===== src/hdl/smtn_pkg.sv =====
// Shared types and constants for the sorted multiset take-neighbor block.
// No dependencies; used by smtn_ctrl, smtn_dpath and the top level.
`timescale 1ns / 1ps

package smtn_pkg;

    localparam int CAPACITY_DEF = 1024;

    localparam logic [1:0] CMD_INSERT     = 2'd0;
    localparam logic [1:0] CMD_TAKE_ABOVE = 2'd1;
    localparam logic [1:0] CMD_TAKE_ATMOST = 2'd2;

    localparam logic [1:0] ST_TAKEN    = 2'd0;
    localparam logic [1:0] ST_NONE     = 2'd1;
    localparam logic [1:0] ST_INSERTED = 2'd2;
    localparam logic [1:0] ST_FULL     = 2'd3;

    localparam logic [2:0] IDX_HOLD  = 3'd0;
    localparam logic [2:0] IDX_ZERO  = 3'd1;
    localparam logic [2:0] IDX_CNT   = 3'd2;
    localparam logic [2:0] IDX_CNTM1 = 3'd3;
    localparam logic [2:0] IDX_INC   = 3'd4;
    localparam logic [2:0] IDX_DEC   = 3'd5;

    localparam logic [1:0] RD_IDX   = 2'd0;
    localparam logic [1:0] RD_IDXM1 = 2'd1;
    localparam logic [1:0] RD_IDXP1 = 2'd2;

    typedef struct packed {
        logic       load;
        logic [2:0] idx_op;
        logic       rd_en;
        logic [1:0] rd_sel;
        logic       wr_en;
        logic       wr_key;
        logic       cnt_inc;
        logic       cnt_dec;
        logic       res_set;
        logic [1:0] res_code;
        logic       take_set;
        logic       out_load;
    } dp_cmd_t;

    typedef struct packed {
        logic [1:0] cmd;
        logic       cnt_zero;
        logic       cnt_full;
        logic       gt;
        logic       idx_zero;
        logic       idx_last;
    } dp_stat_t;

endpackage


===== src/hdl/smtn_ctrl.sv =====
// Controller FSM: sequences insert shifts, scans and removal shifts.
// Depends on smtn_pkg; commands smtn_dpath.
`timescale 1ns / 1ps

module smtn_ctrl (
    input  logic               aclk,
    input  logic               aresetn,
    input  logic               s_valid,
    output logic               s_ready,
    output logic               m_valid,
    input  logic               m_ready,
    output smtn_pkg::dp_cmd_t  dcmd,
    input  smtn_pkg::dp_stat_t dstat
);

    localparam logic [3:0] S_IDLE    = 4'd0;
    localparam logic [3:0] S_DEC     = 4'd1;
    localparam logic [3:0] S_INS_CHK = 4'd2;
    localparam logic [3:0] S_INS_CMP = 4'd3;
    localparam logic [3:0] S_SC_RD   = 4'd4;
    localparam logic [3:0] S_SC_CMP  = 4'd5;
    localparam logic [3:0] S_SH_CHK  = 4'd6;
    localparam logic [3:0] S_SH_WR   = 4'd7;
    localparam logic [3:0] S_OUT     = 4'd8;

    logic [3:0] state_reg, state_next;
    logic       m_valid_reg, m_valid_next;
    logic       above;
    logic       match;

    assign above = (dstat.cmd == smtn_pkg::CMD_TAKE_ABOVE);
    assign match = above ? dstat.gt : !dstat.gt;

    always_comb begin
        dcmd       = '0;
        dcmd.idx_op = smtn_pkg::IDX_HOLD;
        state_next = state_reg;
        s_ready    = 1'b0;
        unique case (state_reg)
            S_IDLE: begin
                s_ready = 1'b1;
                if (s_valid) begin
                    dcmd.load  = 1'b1;
                    state_next = S_DEC;
                end
            end
            S_DEC: begin
                dcmd.res_set  = 1'b1;
                dcmd.res_code = smtn_pkg::ST_NONE;
                state_next    = S_OUT;
                case (dstat.cmd)
                    smtn_pkg::CMD_INSERT: begin
                        if (dstat.cnt_full) begin
                            dcmd.res_code = smtn_pkg::ST_FULL;
                        end else begin
                            dcmd.idx_op = smtn_pkg::IDX_CNT;
                            state_next  = S_INS_CHK;
                        end
                    end
                    smtn_pkg::CMD_TAKE_ABOVE: begin
                        if (!dstat.cnt_zero) begin
                            dcmd.idx_op = smtn_pkg::IDX_ZERO;
                            state_next  = S_SC_RD;
                        end
                    end
                    smtn_pkg::CMD_TAKE_ATMOST: begin
                        if (!dstat.cnt_zero) begin
                            dcmd.idx_op = smtn_pkg::IDX_CNTM1;
                            state_next  = S_SC_RD;
                        end
                    end
                    default: ;
                endcase
            end
            S_INS_CHK: begin
                if (dstat.idx_zero) begin
                    dcmd.wr_en    = 1'b1;
                    dcmd.wr_key   = 1'b1;
                    dcmd.cnt_inc  = 1'b1;
                    dcmd.res_set  = 1'b1;
                    dcmd.res_code = smtn_pkg::ST_INSERTED;
                    state_next    = S_OUT;
                end else begin
                    dcmd.rd_en  = 1'b1;
                    dcmd.rd_sel = smtn_pkg::RD_IDXM1;
                    state_next  = S_INS_CMP;
                end
            end
            S_INS_CMP: begin
                dcmd.wr_en = 1'b1;
                if (dstat.gt) begin
                    // move the larger entry up one slot
                    dcmd.idx_op = smtn_pkg::IDX_DEC;
                    state_next  = S_INS_CHK;
                end else begin
                    dcmd.wr_key   = 1'b1;
                    dcmd.cnt_inc  = 1'b1;
                    dcmd.res_set  = 1'b1;
                    dcmd.res_code = smtn_pkg::ST_INSERTED;
                    state_next    = S_OUT;
                end
            end
            S_SC_RD: begin
                dcmd.rd_en  = 1'b1;
                dcmd.rd_sel = smtn_pkg::RD_IDX;
                state_next  = S_SC_CMP;
            end
            S_SC_CMP: begin
                if (match) begin
                    dcmd.take_set = 1'b1;
                    state_next    = S_SH_CHK;
                end else if (above ? dstat.idx_last : dstat.idx_zero) begin
                    state_next = S_OUT;
                end else begin
                    dcmd.idx_op = above ? smtn_pkg::IDX_INC : smtn_pkg::IDX_DEC;
                    state_next  = S_SC_RD;
                end
            end
            S_SH_CHK: begin
                if (dstat.idx_last) begin
                    dcmd.cnt_dec  = 1'b1;
                    dcmd.res_set  = 1'b1;
                    dcmd.res_code = smtn_pkg::ST_TAKEN;
                    state_next    = S_OUT;
                end else begin
                    dcmd.rd_en  = 1'b1;
                    dcmd.rd_sel = smtn_pkg::RD_IDXP1;
                    state_next  = S_SH_WR;
                end
            end
            S_SH_WR: begin
                dcmd.wr_en  = 1'b1;
                dcmd.idx_op = smtn_pkg::IDX_INC;
                state_next  = S_SH_CHK;
            end
            S_OUT: begin
                if (!m_valid_reg || m_ready) begin
                    dcmd.out_load = 1'b1;
                    state_next    = S_IDLE;
                end
            end
            default: state_next = S_IDLE;
        endcase
    end

    always_comb begin
        if (dcmd.out_load) begin
            m_valid_next = 1'b1;
        end else if (m_ready) begin
            m_valid_next = 1'b0;
        end else begin
            m_valid_next = m_valid_reg;
        end
    end

    always_ff @(posedge aclk) begin
        if (!aresetn) begin
            state_reg   <= S_IDLE;
            m_valid_reg <= 1'b0;
        end else begin
            state_reg   <= state_next;
            m_valid_reg <= m_valid_next;
        end
    end

    assign m_valid = m_valid_reg;

endmodule


===== config.mk =====
export PLATFORM = sky130hd
export DESIGN_NAME = smtn_ctrl
export DESIGN_NICKNAME = d
export VERILOG_FILES = /design/src/hdl/smtn_pkg.sv /design/src/hdl/smtn_ctrl.sv
export SDC_FILE = /design/constraint.sdc
export NUM_CORES = 1
export LEC_CHECK = 0
export BUFFER_PORTS_ARGS = -buffer_cell sky130_fd_sc_hd__buf_2
export CORE_MARGIN = 1
export CORE_UTILIZATION = 46
export DETAILED_ROUTE_END_ITERATION = 6
export PLACE_DENSITY = 0.8
export SKIP_CTS_REPAIR_TIMING = 1
export SLEW_MARGIN = 20
export SYNTH_ARGS = -nofsm -noshare
export SYNTH_HDL_FRONTEND = slang
export SYNTH_SLANG_ARGS = --single-unit

===== constraint.sdc =====
create_clock -name aclk -period 2.16 [get_ports aclk]
set_input_delay 0.648 -clock aclk [delete_from_list [all_inputs] [get_ports aclk]]
set_output_delay 0.648 -clock aclk [all_outputs]
set_load 0.01 [all_outputs]

* After elaboration in Yosys (flattened, before gate mapping)
Index checks and enable logic that the tools add are counted.
** Storage, ports and cells
- Bits in registers :: 5
- Bits of input ports :: 11
- Output and inout bits :: 18
- Word-level logic and storage cells :: 68
** Cells by class
- Equality and inequality tests :: 12
- Multiplexer cells :: 45
- Reductions and logical operators :: 9
** Operators by type and width (count)
- 2-to-1 mux 4 bit :: 10
- case mux 4 bit (9 select lines) :: 1
- 2-to-1 mux 3 bit :: 8
- case mux 3 bit (4 select lines) :: 2
- equality test 4 x 3 -> 1 bit, second input constant :: 4
- 2-to-1 mux 1 bit :: 14
- 2-to-1 mux 2 bit :: 5
- case mux 3 bit (3 select lines) :: 1
- equality test 4 x 2 -> 1 bit, second input constant :: 2
- case mux 4 bit (2 select lines) :: 1
- case mux 2 bit (3 select lines) :: 1
- equality test 4 x 1 -> 1 bit, second input constant :: 1
- equality test 4 bit, second input constant :: 1
- zero test 4 bit :: 1
- != test 2 bit, second input constant :: 2
- case mux 2 bit (2 select lines) :: 1
- OR reduction 2 bit :: 2
- equality test 2 x 1 -> 1 bit, second input constant :: 1
- equality test 2 bit, second input constant :: 1
- zero test 1 bit :: 2
- zero test 2 bit :: 1
- case mux 1 bit (2 select lines) :: 1
- AND reduction 2 bit :: 1
- nonzero test 2 bit :: 1
- logical OR 1 bit :: 1

* Logic depth before layout (Yosys ltp)
Gate-level depths: netlist of the first run.
- Word-level depth :: 5
- Depth in mapped cells :: 6
- Gate-level depth less buffers :: 6

* Least setup slack after synthesis of the first run
No wires, ideal clock.
- Kind :: input -> output
- From :: input dstat[6] (netlist name)
- To :: output dcmd[12] (netlist name)
- Data arrival time :: 1.533 ns
- Slack :: -0.021 ns
- Stages :: 5
- Path buffers :: 0
- Cells stage by stage :: inv_1 -> ha_1 -> nor3_1 -> mux2i_1 -> o32ai_1
** RTL lines
- start: declaration :: line smtn_ctrl.sv:13 : input smtn_pkg::dp_stat_t dstat
- end: declaration :: line smtn_ctrl.sv:12 : output smtn_pkg::dp_cmd_t dcmd,

==> results.py, run 1 <==
metrics = {
    "outcome": {
        "outcome": "finished, violations left",
        "violations": "setup timing",
    },
    "global_route": {
        "met2_usage_pct": 46.0,
        "track_usage_pct": 24.4,
        "grt_max_degree": 11,
        "use_met3_pct": 2.78,
        "busiest_layer": "met2",
        "antenna_found_initial": 0,
        "grt_pass1_vias": 657,
        "gr-total-overflow": 0,
        "grt.met1_usage_pct": 28.8,
        "grt_pass1_wl_mm": 2.66,
    },
    "placed_design": {
        "gp_congestion": 0.803,
        "place_hpwl_mm": 1.51,
        "place_ws_ps": -171,
        "portBuffers": 28,
    },
    "synthesis": {
        "synth_edf_count": 0,
        "synth_most_common_cell": "nor3_1",
        "yosysTopAreaCellShare_pct": 15.0,
        "synth_area_leaders": "dfxtp_1, ha_1, nor3_1",
        "synthDistinctLibCells": 45,
        "synthMuxAreaShare_pct": 1.50,
        "seq_area_frac_synth_pct": 15.0,
        "synth_ff_type": "dfxtp_1",
        "ys_ff_latch": 5,
        "synth_xor_area_share_pct": 1.32,
        "synth_top_family_by_area": "simple AND/OR/NAND/NOR gates",
        "syn_area_per_cell_um2": 7.48,
        "synth_compound_area_share_pct": 21.1,
        "synth_fa_ha_area_share_pct": 7.52,
        "netlist_top_cells_count": "nor3_1, nand2_1, inv_1",
        "synthSimpleGateAreaFrac_pct": 41.7,
        "yosys_warnings": 0,
        "synth_area_um2": 666,
        "synth_fp_nets": 104,
        "yosysTopAreaCell": "dfxtp_1",
        "synth_cells": 89,
        "async_flop_share_pct": 0,
    },
    "timing": {
        "timing.final.ws_setup_ps": -180,
        "worst_slew_pin_slew_ps": 516,
        "finalHoldViolCount": 0,
        "drv_slew": 0,
        "rsz0062_at_grt": "true",
        "hold_ws_ps": 551,
        "period_minus_slack_ps": 2340,
        "max_freq_mhz": 427,
        "skew_ps": 9.39,
        "tns_ps": -505,
        "finalCritPeriodShare_pct": 108,
        "slew_headroom_pct": 65.2,
        "finalSetupViolCount": 5,
    },
    "power": {
        "clkPwrFrac_pct": 30.2,
        "comb_power_share_pct": 44.0,
        "swShare_pct": 37.2,
        "power_density_mw_per_mm2": 383,
        "p_switching_uw": 152,
        "p_seq_share_pct": 25.8,
        "fin_total_pwr_uw": 409,
        "power.internal_uw": 257,
        "leakage_uw": 0.000499,
        "ir_worst_vdd_v": 0.000238,
    },
    "critical_path": {
        "worst-path-max-fanout": 3,
        "timing.rr.end": "state_reg[3]",
        "arrival_ps": 1690,
        "r2r_cells": 5,
        "endpoint_kind": "primary output",
        "ff2ff_setup_slack_ps": 780,
        "path_class": "primary input to primary output",
        "cp-start-kind": "primary input",
        "required_ps": 1510,
        "timing.rr.start": "state_reg[0]",
    },
    "hold_path": {
        "min_path_cells": 2,
        "min_path_type": "flop to flop",
        "hp-start": "m_valid",
        "hold_end": "m_valid",
    },
    "floorplanning": {
        "io_pins": 29,
        "initial_core_util_pct": 50.5,
        "fp.dieW_um": 40.0,
        "die_area_mm2": 0.00160,
        "fp-row-count": 13,
        "die-height_um": 40.0,
        "core_area_mm2": 0.00132,
    },
    "drt": {
        "routed_via_density": 5.59,
        "drc": 0,
        "drt_iter0_drc": 22,
        "vias": 844,
        "antenna_left": 0,
        "drt_wl_total_mm": 2.29,
        "drtPass1Iterations": 4,
        "wl_per_cell_um": 15.2,
    },
    "final_layout": {
        "fin_nets": 152,
        "area_growth_pct": 60.7,
        "fin_util_pct": 81.2,
        "post_route_cells_drive_above_1_share_pct": 57.4,
        "antenna_cells": 0,
        "largest_reg_flops": 4,
    },
    "clock_tree": {
        "tritoncts": "done",
        "root_buffer": "clkbuf_4",
        "cts_num_sinks": 5,
        "clk_pin_slew_ps": 40,
        "insertion_delay_ps": 270,
        "cts_inserted_buffers": 3,
        "clockBufferDepth": 2,
        "cts.htree.levels": 1,
    },
    "job": {
        "cap_violations": 0,
    },
}
worst max-delay path: stages:
cell     delay, ps
buf_2          120
buf_4          130
ha_2           200
nor2_1         200
nand2_1        100
o32ai_2        130
buf_2          170
cells in the final DEF (no fill, tap or decap), types with 2 or more instances in the layout:
cell type  Yosys  final
o21ai_0        2      2
nor2b_1        4      3
clkbuf_4       0      3
buf_4          2     20
nor2_1         5      5
dfxtp_4        0      3
nand3_1        2      2
a21oi_1        4      3
inv_1          6      4
nor3_1         8      5
nand2_1        7      7
buf_2          3     27
and3_1         2      2
ha_4           0      2
ha_2           0      2
nand2b_1       3      3
inv_2          1      2
nor2b_4        1      2
nor3_2         0      3
buf_6          2      3
area by class of cell:
type	instances	area, um^2
inverters	7	28.8
repair buffers	50	319
well taps	15	18.8
multi-input cells	70	564
flip-flops and latches	5	113
fillers	91	248
clock buffers	4	26.3
through the flow:
step	cell area (um^2)	instances
2_1_floorplan	673	89
3_3_place_gp	915	143
3_5_place_dp	915	143
4_1_cts	941	147
5_1_grt	1070	151
6_report	1070	151
power groups by stage:
stage          clock network (uW)  logic [uW]  registers (uW)
2_1_floorplan                   0        87.5             102
4_1_cts                       114         142             107
3_5_place_dp                    0         141             109
3_3_place_gp                    0         136             108
6_report                      124         180             105
5_1_grt                       130         192             106
metal layers:
metal	part of all wire [%]	vias to the layer above	wire length [um]
met4	2.6	0	59
met5	0	-	0
met3	5.1	7	118
met1	40	386	919
met2	52	40	1200
li1	-	411	-
logic make-up after synthesis:
| group | Yosys count |
|---|---|
| AO/OA/AOI/OAI | 20 |
| flip-flops | 5 |
| buffers and inverters | 14 |
| AND/OR/NAND/NOR | 44 |
| multiplexers | 1 |
| XOR/XNOR | 1 |
| adder cells (fa/ha/maj) | 4 |
worst max path at each step:
| stage | endpoint | slack [ps] | depth (start not counted) | start |
|---|---|---|---|---|
| finish | dcmd[12] | -180 | 7 | dstat[5] |
| detailed placement | dcmd[14] | -170 | 7 | dstat[5] |
| global route | dcmd[12] | -210 | 7 | dstat[5] |
| CTS | dcmd[14] | -170 | 7 | dstat[5] |
| floorplan | dcmd[12] | 60 | 5 | dstat[6] |
| global placement | dcmd[13] | -110 | 8 | dstat[6] |
Note: power is estimated with default switching activity, not from simulation.
==> inputs of run 2 (changes only) <==
--- a/config.mk
+++ b/config.mk
@@ -5,11 +5,11 @@
 export SDC_FILE = /design/constraint.sdc
 export NUM_CORES = 1
 export LEC_CHECK = 0
-export BUFFER_PORTS_ARGS = -buffer_cell sky130_fd_sc_hd__buf_2
-export CORE_MARGIN = 1
-export CORE_UTILIZATION = 46
+export CORE_AREA = 2 2 39 41
 export DETAILED_ROUTE_END_ITERATION = 6
-export PLACE_DENSITY = 0.8
+export DIE_AREA = 0 0 41 43
+export DONT_BUFFER_PORTS = 1
+export PLACE_DENSITY = 0.76
 export SKIP_CTS_REPAIR_TIMING = 1
 export SLEW_MARGIN = 20
 export SYNTH_ARGS = -nofsm -noshare
==> results.py, run 2 (same netlist as run 1, synthesis figures left out) <==
metrics = {
    "outcome": {
        "outcome": "finished clean",
    },
    "job": {
        "cap_violations": 0,
    },
    "timing": {
        "worst_slew_pin_slew_ps": 404,
        "rsz0062_at_grt": "true",
        "drv_slew": 0,
        "finalHoldViolCount": 0,
        "timing.final.ws_setup_ps": 56.1,
        "slew_headroom_pct": 72.7,
        "finalSetupViolCount": 0,
        "tns_ps": 0,
        "skew_ps": 1.46,
        "max_freq_mhz": 475,
        "hold_ws_ps": 533,
        "period_minus_slack_ps": 2100,
        "finalCritPeriodShare_pct": 97.4,
    },
    "drt": {
        "drt_wl_total_mm": 1.56,
        "drtPass1Iterations": 4,
        "drt_iter0_drc": 17,
        "wl_per_cell_um": 14.1,
        "vias": 657,
        "drc": 0,
        "routed_via_density": 5.92,
        "antenna_left": 0,
    },
    "final_layout": {
        "multiInputGateArea_um2": 509,
        "nFillCells": 150,
        "seqCellArea_um2": 105,
        "largest_reg_flops": 4,
        "fin_nets": 111,
        "fin_cells": 111,
        "post_route_cells_drive_above_1_share_pct": 29.5,
        "antenna_cells": 0,
        "final_common_cell": "buf_4",
        "area_growth_pct": 13.3,
        "mostFrequentLayoutCells": "buf_4, nor3_1, nand2_1, inv_1, nor2_1",
    },
    "placed_design": {
        "gp_congestion": 0.810,
        "placedCellCount": 107,
        "place_ws_ps": 9.97,
        "place_hpwl_mm": 1.25,
        "portBuffers": 0,
    },
    "clock_tree": {
        "clockBufferDepth": 2,
        "tritoncts": "done",
        "cts_inserted_buffers": 3,
        "cts_num_sinks": 5,
        "root_buffer": "clkbuf_4",
        "clk_pin_slew_ps": 40,
        "cts.htree.levels": 1,
        "insertion_delay_ps": 230,
    },
    "critical_path": {
        "timing.rr.start": "state_reg[1]",
        "path_class": "primary input to primary output",
        "cp-start-kind": "primary input",
        "worst-path-max-fanout": 5,
        "required_ps": 1510,
        "timing.rr.end": "state_reg[3]",
        "ff2ff_setup_slack_ps": 690,
        "arrival_ps": 1460,
        "r2r_cells": 5,
        "endpoint_kind": "primary output",
    },
    "floorplanning": {
        "die_area_mm2": 0.00176,
        "fp.dieW_um": 41,
        "io_pins": 29,
        "initial_core_util_pct": 48.1,
        "fp-row-count": 14,
        "core_area_mm2": 0.00138,
        "die-height_um": 43,
    },
    "global_route": {
        "grt_pass1_vias": 589,
        "antenna_found_initial": 0,
        "track_usage_pct": 18.8,
        "gr-total-overflow": 0,
        "grt_pass1_wl_mm": 2.42,
        "grt_max_degree": 13,
    },
    "power": {
        "leakage_uw": 0.000291,
        "power_density_mw_per_mm2": 417,
        "ir_worst_vdd_v": 0.000439,
    },
    "hold_path": {
        "hp-start": "aresetn",
        "min_path_cells": 1,
        "hold_end": "state_reg[3]",
        "min_path_type": "primary input to flop",
    },
}
[run 2: changes by cell type in the layout (fill, tap and decap cells not counted), moves of 2 or more]
cell / delta
buf_2: -27
buf_4: -11
buf_6: -3
dfxtp_2: +3
dfxtp_4: -3
ha_1: +3
ha_4: -2
inv_1: +2
nor3_1: +3
nor3_2: -3
[run 2: worst max-delay path by stage]
stage,end,depth (start not counted),from
6_report,dcmd[12],5,dstat[6]
3_3_place_gp,dcmd[12],5,dstat[6]
2_1_floorplan,dcmd[12],5,dstat[6]
5_1_grt,dcmd[13],6,dstat[5]
3_5_place_dp,dcmd[12],5,dstat[6]
4_1_cts,dcmd[13],4,state_reg[0]
[run 2: stage by stage]
step / power (uW) / utilization, % / area, um^2
final: 315 / 54.5 / 754
after global routing: 334 / 54.5 / 754
after CTS: 313 / 53.1 / 734
after detailed placement: 207 / 51.2 / 708
after global placement: 204 / 51.2 / 708
after floorplan: 190 / - / 673
[run 2: routing by layer]
| layer | track usage [%] | vias up | routed length [um] |
|---|---|---|---|
| li1 | - | 326 | - |
| met1 | 24.4 | 306 | 671 |
| met2 | 30.3 | 25 | 761 |
| met3 | 5.76 | 0 | 128 |
| met4 | 2.00 | 0 | 0 |
| met5 | 0 | - | 0 |
[run 2: area by class of cell]
class | instances | share of cell area [%]
Clock buffer | 4 | 3.48
Inverter | 7 | 3.48
Multi-Input combinational cell | 70 | 67.5
Sequential cell | 5 | 13.9
Tap cell | 16 | 2.65
Timing Repair Buffer | 9 | 8.96
[run 2: critical path, cell delays in order]
cell and delay [ps]:
inv_1 30, ha_2 190, nor3_1 140, mux2i_1 110, o32ai_2 330
[run 2: power breakdown]
group          total [uW]  internal, uW  switching, uW
registers             109          98.2           10.7
clock network         104          69.6           34.6
logic                 102          45.8           55.8
==> inputs of run 3 (changes only) <==
--- a/config.mk
+++ b/config.mk
@@ -9,7 +9,7 @@
 export DETAILED_ROUTE_END_ITERATION = 6
 export DIE_AREA = 0 0 41 43
 export DONT_BUFFER_PORTS = 1
-export PLACE_DENSITY = 0.76
+export PLACE_DENSITY = 0.72
 export SKIP_CTS_REPAIR_TIMING = 1
 export SLEW_MARGIN = 20
 export SYNTH_ARGS = -nofsm -noshare
==> results.py, run 3 (same netlist as run 1, synthesis figures left out) <==
metrics = {
    "critical_path": {
        "worst-path-max-fanout": 10,
        "cp-start-kind": "flop",
        "required_ps": 1510,
        "arrival_ps": 1460,
        "endpoint_kind": "primary output",
        "ff2ff_setup_slack_ps": 740,
        "path_class": "flop to primary output",
    },
    "global_route": {
        "grt_pass1_wl_mm": 2.58,
        "gr-total-overflow": 0,
        "grt.met1_usage_pct": 27.5,
        "use_met3_pct": 7.33,
        "antenna_found_initial": 0,
        "grt_pass1_vias": 601,
        "track_usage_pct": 20.8,
        "busiest_layer": "met2",
        "met2_usage_pct": 30.9,
        "grt_max_degree": 11,
    },
    "clock_tree": {
        "cts_inserted_buffers": 3,
        "tritoncts": "done",
        "root_buffer": "clkbuf_4",
        "insertion_delay_ps": 240,
        "cts_num_sinks": 5,
        "cts.htree.levels": 1,
        "clk_pin_slew_ps": 40,
        "clockBufferDepth": 2,
    },
    "drt": {
        "drt_wl_total_mm": 1.61,
        "drc": 0,
        "routed_via_density": 5.97,
        "vias": 651,
        "antenna_left": 0,
        "wl_per_cell_um": 14.8,
        "drtPass1Iterations": 3,
        "drt_iter0_drc": 3,
    },
    "timing": {
        "hold_ws_ps": 523,
        "timing.final.ws_setup_ps": 48.3,
        "tns_ps": 0,
        "worst_slew_pin_slew_ps": 393,
        "period_minus_slack_ps": 2110,
        "drv_slew": 0,
        "rsz0062_at_grt": "true",
        "slew_headroom_pct": 73.6,
        "finalCritPeriodShare_pct": 97.8,
        "skew_ps": 0.988,
        "finalSetupViolCount": 0,
        "max_freq_mhz": 474,
        "finalHoldViolCount": 0,
    },
    "final_layout": {
        "largest_reg_flops": 4,
        "fin_nets": 109,
        "nFillCells": 136,
        "mostFrequentLayoutCells": "nor3_1, nand2_1, buf_4, inv_1, nor2_1",
        "fin_util_pct": 54.1,
        "multiInputGateArea_um2": 519,
        "area_growth_pct": 12.4,
        "antenna_cells": 0,
        "post_route_cells_drive_above_1_share_pct": 28.0,
        "stdcell_area_um2": 748,
        "seqCellArea_um2": 104,
    },
    "floorplanning": {
        "core_area_mm2": 0.00138,
        "die_area_mm2": 0.00176,
        "fp.dieW_um": 41,
        "die-height_um": 43,
        "fp-row-count": 14,
        "initial_core_util_pct": 48.1,
        "io_pins": 29,
    },
    "power": {
        "power_density_mw_per_mm2": 427,
        "ir_worst_vdd_v": 0.000166,
        "leakage_uw": 0.000284,
    },
    "job": {
        "cap_violations": 0,
    },
    "placed_design": {
        "gp_congestion": 0.809,
        "place_hpwl_mm": 1.25,
        "place_ws_ps": 24.3,
        "portBuffers": 0,
        "dpl_cell_area_um2": 693,
    },
    "outcome": {
        "outcome": "finished clean",
    },
    "hold_path": {
        "min_path_type": "primary input to flop",
    },
}
==> run 3: where the power goes <==
group	switching, uW	total (uW)	internal (uW)	leakage (uW)
combinational	56.7	102	45.6	0.000227
clock	38.5	108	69.9	0.0000150
sequential	10.5	109	98.2	0.0000419
==> run 3: critical path, stage by stage, from the launching register on <==
cell and delay (ps):
dfxtp_1 490, buf_4 250, nor4_4 70, or3_1 400
==> run 3: cell type report <==
class                      instances  area share, %
multi-input combinational         70           69.4
inverter                           7           3.51
sequential                         5           13.9
timing repair buffer               7           7.02
tap                               16           2.68
clock buffer                       4           3.51
==> run 3: final timing paths <==
kind,start,to,cells after the start
min,aresetn,state_reg[3],1
max,state_reg[2],dcmd[4],3
min reg2reg,state_reg[1],state_reg[0],1
max reg2reg,state_reg[2],state_reg[3],4
==> run 3: per-stage QoR <==
stage,instances,power [uW]
after CTS,109,319
final,109,319
after detailed placement,105,206
after floorplan,89,190
after global placement,105,204
after global routing,109,341
==> run 3: layer usage <==
layer	part of all wire (%)	routed length (um)
met1	44	702
met2	49	784
met3	7.9	127
met4	0	0
met5	0	0
